**src/rtl/irnpd_pkg.sv**
```systemverilog
package irnpd_pkg;

	// Width of a decoded duration
	localparam int DUR_W = 24;
	// Result stream data bus, rounded up to whole bytes
	localparam int M_DATA_W = ((DUR_W + 7) / 8) * 8;
	localparam int ELAPSED_W = 24;
	// Wide enough for the gap sum and for the duration itself
	localparam int SUM_W = (DUR_W > ELAPSED_W + 1) ? DUR_W : ELAPSED_W + 1;

	localparam logic [7:0] TIMEOUT_BYTE = 8'hFF;
	localparam logic [3:0] NIB_ESC = 4'hF;
	localparam logic [ELAPSED_W-1:0] ELAPSED_MAX = {ELAPSED_W{1'b1}};
	localparam logic [SUM_W-1:0] GAP_BASE_US = SUM_W'(255 * 256);
	localparam logic [SUM_W-1:0] DUR_MAX_WIDE = SUM_W'((64'd1 << DUR_W) - 64'd1);

	localparam logic KIND_BYTE = 1'b0;
	localparam logic KIND_TICK = 1'b1;

	// Up to three results caused by one byte
	typedef struct packed {
		logic [1:0]                cnt;
		logic [2:0]                pulse;
		logic [2:0][DUR_W-1:0]     dur;
	} entry_t;

	typedef struct packed {
		logic   valid;
		entry_t entry;
	} push_t;

	typedef struct packed {
		logic   empty;
		entry_t entry;
	} head_t;

	// Nibble or full byte in 256 us units, plus half a unit
	function automatic logic [DUR_W-1:0] unit_dur(input logic [7:0] units);
		return DUR_W'({units, 8'h80});
	endfunction

endpackage

```
**src/rtl/irnpd_front.sv**
```systemverilog
module irnpd_front (
	input  logic              clk,
	input  logic              arst_n,
	input  logic              valid,
	input  logic              kind,
	input  logic [7:0]        rx_byte,
	input  logic              accept,
	output irnpd_pkg::push_t  push
);

	logic                              full_pending_q;
	logic                              full_is_pulse_q;
	logic                              gap_armed_q;
	logic [irnpd_pkg::ELAPSED_W-1:0]   elapsed_q;

	logic [3:0]                        hi;
	logic [3:0]                        lo;
	logic                              is_timeout;
	logic                              is_space_esc;
	logic                              is_pulse_esc;
	logic                              is_byte;
	logic [irnpd_pkg::SUM_W-1:0]       gap_sum;
	logic [irnpd_pkg::DUR_W-1:0]       gap_dur;
	irnpd_pkg::entry_t                 ent;
	logic [1:0]                        n;

	assign hi           = rx_byte[7:4];
	assign lo           = rx_byte[3:0];
	assign is_byte      = valid && accept && (kind == irnpd_pkg::KIND_BYTE);
	assign is_timeout   = (rx_byte == irnpd_pkg::TIMEOUT_BYTE);
	assign is_space_esc = !is_timeout && (lo == irnpd_pkg::NIB_ESC);
	assign is_pulse_esc = !is_timeout && !is_space_esc && (hi == irnpd_pkg::NIB_ESC);

	assign gap_sum = irnpd_pkg::SUM_W'(elapsed_q) + irnpd_pkg::GAP_BASE_US;
	assign gap_dur = (gap_sum > irnpd_pkg::DUR_MAX_WIDE) ?
		irnpd_pkg::DUR_W'(irnpd_pkg::DUR_MAX_WIDE) : irnpd_pkg::DUR_W'(gap_sum);

	// Collect the results of this byte in order
	always_comb begin
		ent   = '0;
		n     = 2'd0;
		if (is_timeout || is_pulse_esc) begin
			n = 2'd0;
		end else if (is_space_esc) begin
			if (hi != 4'd0) begin
				ent.dur[0]   = irnpd_pkg::unit_dur({4'd0, hi});
				ent.pulse[0] = 1'b1;
				n            = 2'd1;
			end
		end else begin
			if (gap_armed_q) begin
				ent.dur[n]   = gap_dur;
				ent.pulse[n] = 1'b0;
				n            = n + 2'd1;
			end
			if (full_pending_q) begin
				ent.dur[n]   = irnpd_pkg::unit_dur(rx_byte);
				ent.pulse[n] = full_is_pulse_q;
				n            = n + 2'd1;
			end else begin
				if (hi != 4'd0) begin
					ent.dur[n]   = irnpd_pkg::unit_dur({4'd0, hi});
					ent.pulse[n] = 1'b1;
					n            = n + 2'd1;
				end
				ent.dur[n]   = irnpd_pkg::unit_dur({4'd0, lo});
				ent.pulse[n] = 1'b0;
				n            = n + 2'd1;
			end
		end
		ent.cnt = n;
	end

	assign push.valid = is_byte && (n != 2'd0);
	assign push.entry = ent;

	always_ff @(posedge clk or negedge arst_n) begin
		if (!arst_n) begin
			full_pending_q  <= 1'b0;
			full_is_pulse_q <= 1'b1;
			gap_armed_q     <= 1'b1;
			elapsed_q       <= '0;
		end else if (valid && accept) begin
			if (kind == irnpd_pkg::KIND_TICK) begin
				if (elapsed_q != irnpd_pkg::ELAPSED_MAX) begin
					elapsed_q <= elapsed_q + irnpd_pkg::ELAPSED_W'(1);
				end
			end else if (is_timeout) begin
				gap_armed_q     <= 1'b1;
				full_pending_q  <= 1'b0;
				full_is_pulse_q <= 1'b1;
				elapsed_q       <= '0;
			end else if (is_space_esc) begin
				full_pending_q  <= 1'b1;
				full_is_pulse_q <= 1'b0;
			end else if (is_pulse_esc) begin
				full_pending_q  <= 1'b1;
				full_is_pulse_q <= 1'b1;
			end else begin
				if (gap_armed_q) begin
					gap_armed_q <= 1'b0;
					elapsed_q   <= '0;
				end
				full_pending_q <= 1'b0;
			end
		end
	end

endmodule

```
**src/rtl/irnpd_queue.sv**
```systemverilog
module irnpd_queue (
	input  logic              clk,
	input  logic              arst_n,
	input  irnpd_pkg::push_t  push,
	input  logic              pop,
	output logic              full,
	output irnpd_pkg::head_t  head
);

	irnpd_pkg::entry_t  slot_q [2];
	logic               wr_ptr_q;
	logic               rd_ptr_q;
	logic [1:0]         count_q;
	logic               do_push;
	logic               do_pop;

	assign full       = (count_q == 2'd2);
	assign head.empty = (count_q == 2'd0);
	assign head.entry = slot_q[rd_ptr_q];
	assign do_push    = push.valid && !full;
	assign do_pop     = pop && !head.empty;

	always_ff @(posedge clk) begin
		if (do_push) begin
			slot_q[wr_ptr_q] <= push.entry;
		end
	end

	always_ff @(posedge clk or negedge arst_n) begin
		if (!arst_n) begin
			wr_ptr_q <= 1'b0;
			rd_ptr_q <= 1'b0;
			count_q  <= 2'd0;
		end else begin
			if (do_push) begin
				wr_ptr_q <= !wr_ptr_q;
			end
			if (do_pop) begin
				rd_ptr_q <= !rd_ptr_q;
			end
			if (do_push && !do_pop) begin
				count_q <= count_q + 2'd1;
			end else if (do_pop && !do_push) begin
				count_q <= count_q - 2'd1;
			end
		end
	end

endmodule

```
**src/rtl/irnpd_back.sv**
```systemverilog
module irnpd_back (
	input  logic                        clk,
	input  logic                        arst_n,
	input  irnpd_pkg::head_t            head,
	output logic                        pop,
	output logic                        out_valid,
	input  logic                        out_ready,
	output logic [irnpd_pkg::DUR_W-1:0] out_dur,
	output logic                        out_pulse,
	output logic                        out_last
);

	logic [1:0]  idx_q;
	logic        valid_q;
	logic        load;
	logic        at_last;

	assign load    = !head.empty && (!valid_q || out_ready);
	assign at_last = (idx_q == head.entry.cnt - 2'd1);
	assign pop     = load && at_last;

	assign out_valid = valid_q;

	always_ff @(posedge clk) begin
		if (load) begin
			out_dur   <= head.entry.dur[idx_q];
			out_pulse <= head.entry.pulse[idx_q];
			out_last  <= at_last;
		end
	end

	always_ff @(posedge clk or negedge arst_n) begin
		if (!arst_n) begin
			valid_q <= 1'b0;
			idx_q   <= 2'd0;
		end else begin
			if (load) begin
				valid_q <= 1'b1;
				idx_q   <= at_last ? 2'd0 : idx_q + 2'd1;
			end else if (out_ready) begin
				valid_q <= 1'b0;
			end
		end
	end

endmodule

```
**src/rtl/ir_nibble_pulse_space_decoder.sv**
```systemverilog
// Infrared nibble pulse/space decoder.
// Input channel (s_*): one request is either a received byte (s_tuser = 0,
// byte in s_tdata) or a one-microsecond tick (s_tuser = 1, s_tdata ignored).
// Output channel (m_*): one request per decoded duration; m_tdata holds the
// duration in microseconds, m_tuser is 1 for a pulse and 0 for a space or gap,
// m_tlast marks the final duration caused by one input byte.
// The first duration of a byte is registered in the queue and then in the
// output register; following durations of the same byte come one per cycle
// while m_tready is high. Throughput: one output request per cycle while
// m_tready is high, and a byte yields up to three durations; ticks, timeouts,
// pulse escapes and space escapes with a zero high nibble yield nothing, and
// every request is taken in the cycle it is offered while the queue has room.
// The front stage decodes each byte and the back stage serializes results
// through a two-entry queue; s_tready drops only while that queue is full.
// Reset: the queue and the output register empty, a gap is armed, no full
// value is pending and the elapsed counter is cleared.
// Output stall: the current output request holds until m_tready; the front
// keeps taking requests until the queue fills.
module ir_nibble_pulse_space_decoder (
	input  logic                           clk,
	input  logic                           arst_n,
	input  logic                           s_tvalid,
	output logic                           s_tready,
	input  logic [7:0]                     s_tdata,   // [7:0] rx_byte
	input  logic                           s_tuser,   // [0] kind
	output logic                           m_tvalid,
	input  logic                           m_tready,
	output logic [irnpd_pkg::M_DATA_W-1:0] m_tdata,   // [23:0] duration_us
	output logic                           m_tuser,   // [0] is_pulse
	output logic                           m_tlast
);

	irnpd_pkg::push_t             push;
	irnpd_pkg::head_t             head;
	logic                         q_full;
	logic                         pop;
	logic [irnpd_pkg::DUR_W-1:0]  dur;

	// Hold off new requests only while the queue is full
	assign s_tready = !q_full;

	irnpd_front u_front (
		.clk     (clk),
		.arst_n  (arst_n),
		.valid   (s_tvalid),
		.kind    (s_tuser),
		.rx_byte (s_tdata),
		.accept  (s_tready),
		.push    (push)
	);

	irnpd_queue u_queue (
		.clk    (clk),
		.arst_n (arst_n),
		.push   (push),
		.pop    (pop),
		.full   (q_full),
		.head   (head)
	);

	irnpd_back u_back (
		.clk       (clk),
		.arst_n    (arst_n),
		.head      (head),
		.pop       (pop),
		.out_valid (m_tvalid),
		.out_ready (m_tready),
		.out_dur   (dur),
		.out_pulse (m_tuser),
		.out_last  (m_tlast)
	);

	// Pad the duration with zeros up to a whole byte
	assign m_tdata = irnpd_pkg::M_DATA_W'(dur);

endmodule

```
**config.mk**
```make
export PLATFORM = sky130hd
export DESIGN_NAME = ir_nibble_pulse_space_decoder
export DESIGN_NICKNAME = d
export VERILOG_FILES = /design/src/rtl/irnpd_pkg.sv /design/src/rtl/irnpd_front.sv /design/src/rtl/irnpd_queue.sv /design/src/rtl/irnpd_back.sv /design/src/rtl/ir_nibble_pulse_space_decoder.sv
export SDC_FILE = /design/constraint.sdc
export NUM_CORES = 1
export LEC_CHECK = 0
export ABC_CLOCK_PERIOD_IN_PS = 4850
export BUFFER_PORTS_ARGS = -buffer_cell sky130_fd_sc_hd__buf_2
export CORE_MARGIN = 4
export CORE_UTILIZATION = 55
export DETAILED_ROUTE_END_ITERATION = 16
export PLACE_DENSITY = 0.8
export SYNTH_ARGS = -nofsm -noshare
export SYNTH_HDL_FRONTEND = slang
export SYNTH_SLANG_ARGS = --single-unit
```
**constraint.sdc**
```tcl
create_clock -name clk -period 4.85 [get_ports clk]
set_input_delay 0.485 -clock clk [delete_from_list [all_inputs] [get_ports clk]]
set_output_delay 0.485 -clock clk [all_outputs]
set_load 0.05 [all_outputs]
```
==> results_dict.tcl, run 1 <==
set metrics [dict create \
    status "completed" \
    fp.dieW_um 120.3 \
    grtUsageMet1 0.2801 \
    start_kind "flip-flop" \
    mostFrequentLayoutCells "edfxtp_1, nor2_1, nand2_1" \
    max_stage_delay_ps 690 \
    setup_viol 0 \
    routabilityCongestion 1.057 \
    syn-instance-count 587 \
    peakVddDrop_mv 0.2072 \
    setup_slack_ps 1369 \
    synth_seq_cells 142 \
    area_delta_synth_final_pct 12.00 \
    antennaDiodeCount 0 \
    cts_root_buf "clkbuf_16" \
    clk_pin_slew_ps 60 \
    pwr_density_cell_nw_per_um2 538.6 \
    min_path_type "in -> async" \
    wirelength_mm 13.82 \
    start_util 0.5703 \
    rsz0062_at_grt "no" \
    clk_path_buf_depth 2 \
    cts_sinks 142 \
    busiest_layer "met2" \
    final_nets 639 \
    cts_resized 0 \
    post-route-min-period_ps 3481 \
    vias 4775 \
    drive_above_1_share 0.1672 \
    met2_usage 0.3094 \
    period_share 0.7177 \
    final-max-slew-violation-count 0 \
    path_class "reg -> reg" \
    fillers 906 \
    placed_area_um2 7234 \
    avgSynthCellArea_um2 11.81 \
    drtIter0Drc 600 \
    clock.fmax_mhz 287.3 \
    path_max_fanout 25 \
    p_leak_nw 2.950 \
    antenna_found_initial 0 \
    numCtsBuffers 17 \
    htree_levels 4 \
    slew-limit-headroom 0.3062 \
    place_ws_ps 1206 \
    placed_cells 764 \
    grt_pass1_wl_mm 22.60 \
    drc_errors 0 \
    first_pass_iters 5 \
    arrival_ps 3600 \
    slowest_stage "dfstp_2" \
    finish.utilization 0.6387 \
    tightest_slew_ps 1014 \
    async_reset_ff_frac 0.2394 \
    clock_latency_ps 420 \
    synthFlopType "edfxtp_1" \
    holdBufCountCts 0 \
    yosysWarningCount 0 \
    cts_tree "done" \
    grt_start_max_net_pins 51 \
    cp_num_buf_inv 2 \
    layout_commonest_cell "edfxtp_1" \
    grt_usage 0.2007 \
    fp.dieArea_um2 14470 \
    post-dp-hpwl_mm 9.644 \
    yosys.cell_types.count 63 \
    grt-ovfl-total 0 \
    ys_seq_area_frac 0.5907 \
    io_buffers 40 \
    met3_usage 0.05145 \
    post_cts_buffers 0 \
    tns_ps 0 \
    crit_chain "clkinv_1, ha_1, a21oi_1, a21boi_0, o21ai_2, nor2_4, buf_4" \
    antenna_left 0 \
    num_io_pins 41 \
    hold_viol_final 0 \
    synth_nets 611 \
    max_cap_violations 0 \
    via_per_inst 5.999 \
    coreArea_um2 12160 \
    netlist_area_um2 6935 \
    fin_area_um2 7767 \
    stdcell_count 796 \
    critical-path-top-delay-family "compound AO/OA/AOI/OAI gates" \
    synth-edff-count 108 \
    required_ps 4970 \
    end_kind "flip-flop" \
    first_global_vias 4360 \
    die_h_um 120.3 \
    rows 40 \
    fin_worst_skew_ps 6.696 \
    wl_per_cell_um 17.36 \
]
-- metrics by stage --
stage	total power (W)	hold WS (ps)
after floorplan	0.002782	189.4
after global placement	0.003031	473.7
after detailed placement	0.003069	482.0
after CTS	0.004215	177.1
after global routing	0.004391	216.9
final	0.004184	152.0
-- synthesized netlist by cell type, types with 3 or more instances --
| cell type | number | area share |
|---|---|---|
| a211oi_1 | 4 | 0.0043 |
| a21o_1 | 3 | 0.0032 |
| a21oi_1 | 29 | 0.021 |
| a31oi_1 | 8 | 0.0072 |
| a32o_1 | 3 | 0.0043 |
| and2_1 | 11 | 0.0099 |
| and3_1 | 7 | 0.0063 |
| buf_2 | 11 | 0.0079 |
| buf_4 | 3 | 0.0032 |
| clkbuf_1 | 20 | 0.011 |
| dfrtp_1 | 32 | 0.12 |
| edfxtp_1 | 108 | 0.47 |
| ha_1 | 11 | 0.020 |
| inv_1 | 22 | 0.012 |
| mux2i_1 | 23 | 0.033 |
| mux4_2 | 10 | 0.032 |
| nand2_1 | 49 | 0.027 |
| nand2b_1 | 4 | 0.0036 |
| nand3_1 | 38 | 0.027 |
| nand3b_1 | 4 | 0.0043 |
| nand4_1 | 9 | 0.0081 |
| nand4b_1 | 4 | 0.0051 |
| nor2_1 | 52 | 0.028 |
| nor2b_1 | 9 | 0.0081 |
| nor3_1 | 15 | 0.011 |
| o211ai_1 | 5 | 0.0054 |
| o21ai_0 | 21 | 0.015 |
| o22ai_1 | 5 | 0.0045 |
| or2_2 | 4 | 0.0036 |
| or3_1 | 3 | 0.0027 |
| or4b_1 | 8 | 0.012 |
| xnor2_1 | 10 | 0.013 |
| xor2_1 | 6 | 0.0076 |
-- area by class of cell --
class	count	area [um2]	area share
Clock buffer	22	464.2	0.05976
Sequential cell	142	4098	0.5275
Clock inverter	10	68.82	0.008860
Inverter	23	86.33	0.01111
Timing Repair Buffer	47	252.7	0.03254
Tap cell	168	210.2	0.02706
Multi-Input combinational cell	384	2587	0.3331
-- metal layers --
| metal | part of all wire | vias up |
|---|---|---|
| met5 | 0 | - |
| met4 | 0.021 | 0 |
| met3 | 0.075 | 30 |
| met2 | 0.47 | 211 |
| met1 | 0.44 | 2302 |
| li1 | - | 2232 |
-- worst register-to-register path: stages, from the launching register on --
cell      delay, ps
dfstp_2         690
clkinv_1        340
ha_1            510
a21oi_1         120
a21boi_0        450
o21ai_2         180
nor2_4          580
buf_4           320
-- sequential cells by signal (all words and copies together) (netlist names) --
signal                   cells
u_back.out_dur              24
u_front.elapsed_q           24
u_queue.rd_ptr_q             1
u_queue.count_q              2
u_queue.slot_q              82
u_front.full_is_pulse_q      1
u_front.gap_armed_q          1
u_back.out_pulse             1
u_back.out_valid             1
u_queue.wr_ptr_q             1
u_front.full_pending_q       1
u_back.out_last              1
u_back.idx_q                 2
-- final timing paths --
kind,start,end,slack (ps),cells after the start
min in group clk,m_tready,u_back.out_valid$_DFFE_PN0P_,280,2
max,u_front.gap_armed_q$_DFFE_PN1P_,u_queue.slot_q[0][0]$_DFFE_PP_,1370,7
max reg2reg,u_front.gap_armed_q$_DFFE_PN1P_,u_queue.slot_q[0][0]$_DFFE_PP_,1370,7
min,arst_n,u_front.elapsed_q[4]$_DFFE_PN0P_,150,1
max in group asynchronous,arst_n,u_queue.rd_ptr_q$_DFFE_PN0P_,4130,1
min reg2reg,u_queue.count_q[1]$_DFFE_PN0P_,u_queue.count_q[1]$_DFFE_PN0P_,490,1
-- cell families (layout without fill, tap and decap cells) --
kind of cell,after synthesis,in the layout,share of synthesized area
buffers and inverters,61,102,0.03897
adders and majority gates,11,11,0.01984
muxes,34,34,0.06729
and+or+nand+nor,226,226,0.1730
xor gates and xnor gates,16,16,0.02021
AOI/OAI and AO/OA,97,97,0.09003
DFF,142,142,0.5907
-- report_power, final --
| group | internal, W | switching (W) |
|---|---|---|
| logic | 0.000389 | 0.000874 |
| registers | 0.00163 | 0.000151 |
| clock network | 0.000676 | 0.000468 |
| total | 0.00269 | 0.00149 |
Power figures use the tool's default switching activity.
==> run 2: changes to the inputs <==
--- a/config.mk
+++ b/config.mk
@@ -5,12 +5,13 @@
 export SDC_FILE = /design/constraint.sdc
 export NUM_CORES = 1
 export LEC_CHECK = 0
-export ABC_CLOCK_PERIOD_IN_PS = 4850
+export ABC_AREA = 1
+export ABC_CLOCK_PERIOD_IN_PS = 3200
 export BUFFER_PORTS_ARGS = -buffer_cell sky130_fd_sc_hd__buf_2
 export CORE_MARGIN = 4
 export CORE_UTILIZATION = 55
 export DETAILED_ROUTE_END_ITERATION = 16
-export PLACE_DENSITY = 0.8
+export PLACE_DENSITY = 0.83
 export SYNTH_ARGS = -nofsm -noshare
 export SYNTH_HDL_FRONTEND = slang
 export SYNTH_SLANG_ARGS = --single-unit
==> constraint.sdc (replaced) <==
create_clock -name clk -period 3.2 [get_ports clk]
set_input_delay 0.32 -clock clk [delete_from_list [all_inputs] [get_ports clk]]
set_output_delay 0.32 -clock clk [all_outputs]
set_load 0.05 [all_outputs]
==> results_dict.tcl, run 2 <==
set metrics [dict create \
    yosys.cell_types.count 44 \
    critical-path-top-delay-family "adder cells" \
    end_kind "flip-flop" \
    path_max_fanout 7 \
    area_delta_synth_final_pct 15.94 \
    rows 40 \
    netlist_area_um2 6940 \
    grt_start_max_net_pins 42 \
    finish.utilization 0.6616 \
    swShare 0.3931 \
    start_kind "flip-flop" \
    yosys.area.top_type "edfxtp_1" \
    antenna_found_initial 0 \
    comb_power_share 0.357 \
    required_ps 3500 \
    numCtsBuffers 17 \
    vias 5342 \
    status "finished, violations left" \
    start_util 0.5707 \
    drc_errors 0 \
    cts_resized 0 \
    cp_num_buf_inv 3 \
    max_stage_delay_ps 530 \
    grt_usage 0.2266 \
    ys_seq_area_frac 0.5902 \
    path_class "reg -> reg" \
    arrival_ps 2990 \
    tightest_slew_ps 826.2 \
    mostFrequentLayoutCells "nand2_1, nor2_1, edfxtp_1" \
    largest_reg_flops 82 \
    slew-limit-headroom 0.4492 \
    synth-edff-count 108 \
    clock.fmax_mhz 372.2 \
    drtIter0Drc 562 \
    yosysWarningCount 0 \
    setup_viol 0 \
    switchingPower_w 0.002984 \
    top_register "u_queue.slot_q" \
    p_int_w 0.004608 \
    synthFlopType "edfxtp_1" \
    async_reset_ff_frac 0.2394 \
    first_global_vias 5113 \
    post-dp-hpwl_mm 11.21 \
    fp.dieArea_um2 14480 \
    avgSynthCellArea_um2 9.468 \
    coreArea_um2 12160 \
    grt_pass1_wl_mm 25.41 \
    synthDominantCellAreaShare 0.4673 \
    routabilityCongestion 0.9780 \
    antenna_left 0 \
    peakVddDrop_mv 0.3263 \
    max_cap_violations 0 \
    power.share.clock 0.270 \
    tns_ps 0 \
    post-route-min-period_ps 2686 \
    cts_root_buf "clkbuf_16" \
    hold_viol_final 7 \
    clk_pin_slew_ps 60 \
    synth_common_cells "nand2_1, nor2_1, edfxtp_1" \
    slowest_stage "dfstp_2" \
    min_path_type "in -> async" \
    holdBufCountCts 0 \
    final_nets 814 \
    antennaDiodeCount 0 \
    final-max-slew-violation-count 0 \
    layout_commonest_cell "nand2_1" \
    top_regs "u_queue.slot_q x82, u_back.out_dur x24, u_front.elapsed_q x24" \
    cts_sinks 142 \
    path_common_cell "inv_1" \
    power.share.sequential 0.372 \
    wirelength_mm 15.78 \
    period_share 0.8395 \
    fp.dieW_um 120.3 \
    first_pass_iters 5 \
    pwr_density_cell_nw_per_um2 943.5 \
    fin_worst_skew_ps 6.968 \
    fillers 957 \
    clock_latency_ps 420 \
    clk_path_buf_depth 2 \
    syn-instance-count 733 \
    htree_levels 4 \
    via_per_inst 5.502 \
    num_io_pins 41 \
    crit_chain "inv_1, ha_1, nand2_1, inv_1, nor3_1, o22ai_1, nand2_1, inv_1, ha_1, a21oi_1, o21ai_0, xor2_1" \
    wl_per_cell_um 16.25 \
    ys_top_cells_by_area "edfxtp_1, dfrtp_1, nand2_1, nor2_1, o21ai_0" \
    violations "hold timing" \
    p_leak_nw 3.391 \
    hold_ws_ps -7.957 \
    cts_tree "done" \
    post_cts_buffers 0 \
    synth_seq_cells 142 \
    synth_nets 757 \
    rsz0062_at_grt "no" \
    io_buffers 40 \
    drive_above_1_share 0.1743 \
    die_h_um 120.3 \
    grt-ovfl-total 0 \
]
==> run 2: cell types whose count changed after synthesis, sizes merged, moves of 7 or more <==
cell,delta
nand2,+85
nor2,+84
inv,+66
o21ai,+59
mux2i,-22
buf,-12
and2,-11
mux4,-10
nor2b,-9
xnor2,-9
clkbuf,-8
or4b,-8
nand4,-7
==> run 2: metal layers <==
layer	track usage	vias to the layer above	wire (um)
li1	-	2587	-
met1	0.3128	2508	6929
met2	0.3562	222	7504
met3	0.04724	25	1094
met4	0.08640	0	251
met5	0	-	0
==> run 2: stage by stage <==
stage                     area (um2)  setup WS, ps  hold slack (ps)  std cells  power, W
after global placement          7425         186.4            441.3        939  0.005460
final                           8046         513.6           -7.957        971  0.007592
after CTS                       8046         542.0            2.040        971  0.007605
after global routing            8046         256.7            31.90        971  0.007982
after floorplan                 6949        -57.22            24.41        733  0.004786
after detailed placement        7425         208.4            457.1        939  0.005548
==> run 2: final timing paths <==
kind	from	end	slack, ps	cells past startpoint
setup / recovery	u_front.gap_armed_q$_DFFE_PN1P_	u_queue.count_q[1]$_DFFE_PN0P_	510	12
hold / removal	arst_n	u_queue.count_q[0]$_DFFE_PN0P_	-8	1
setup reg to reg	u_front.gap_armed_q$_DFFE_PN1P_	u_queue.count_q[1]$_DFFE_PN0P_	510	12
hold reg to reg	u_queue.count_q[0]$_DFFE_PN0P_	u_queue.count_q[0]$_DFFE_PN0P_	500	1
max in group asynchronous	arst_n	u_front.elapsed_q[6]$_DFFE_PN0P_	2680	1
min in group clk	m_tready	u_back.out_valid$_DFFE_PN0P_	90	2
==> run 2: worst reg2reg max path, cell delays in order, from the launching register on <==
cell and delay, ps:
dfstp_2 530, inv_1 130, ha_1 330, nand2_1 160
inv_1 80, nor3_1 230, o22ai_1 130, nand2_1 200
inv_1 90, ha_1 310, a21oi_1 120, o21ai_0 120
xor2_1 150
==> run 2: kinds of logic (layout without fill, tap and decap cells) <==
logic type               count (synthesis)  count (layout)  share of synthesized area
adder cells (fa/ha/maj)                 11              11                    0.01983
buffers and inverters                  108             178                    0.06238
AND/OR/NAND/NOR                        327             327                     0.2107
AO/OA/AOI/OAI                          138             138                     0.1078
flip-flops                             142             142                     0.5902
multiplexers                             1               1                   0.001442
XOR/XNOR                                 6               6                   0.007572
==> run 2: layout make-up <==
| type | instances | area [um2] | area share |
|---|---|---|---|
| Timing Repair Buffer | 56 | 345.3 | 0.04292 |
| Tap cell | 168 | 210.2 | 0.02612 |
| Clock inverter | 13 | 188.9 | 0.02348 |
| Clock buffer | 19 | 432.9 | 0.05380 |
| Multi-Input combinational cell | 483 | 2430 | 0.3020 |
| Inverter | 90 | 342.8 | 0.04261 |
| Sequential cell | 142 | 4096 | 0.5091 |
==> run 2: power by group through the flow <==
stage | clock network (W) | registers [W] | logic (W)
after floorplan | 0 | 0.00344 | 0.00135
after global placement | 0 | 0.00284 | 0.00262
after detailed placement | 0 | 0.00286 | 0.00269
after CTS | 0.00208 | 0.00282 | 0.00270
after global routing | 0.00216 | 0.00287 | 0.00295
final | 0.00205 | 0.00283 | 0.00271
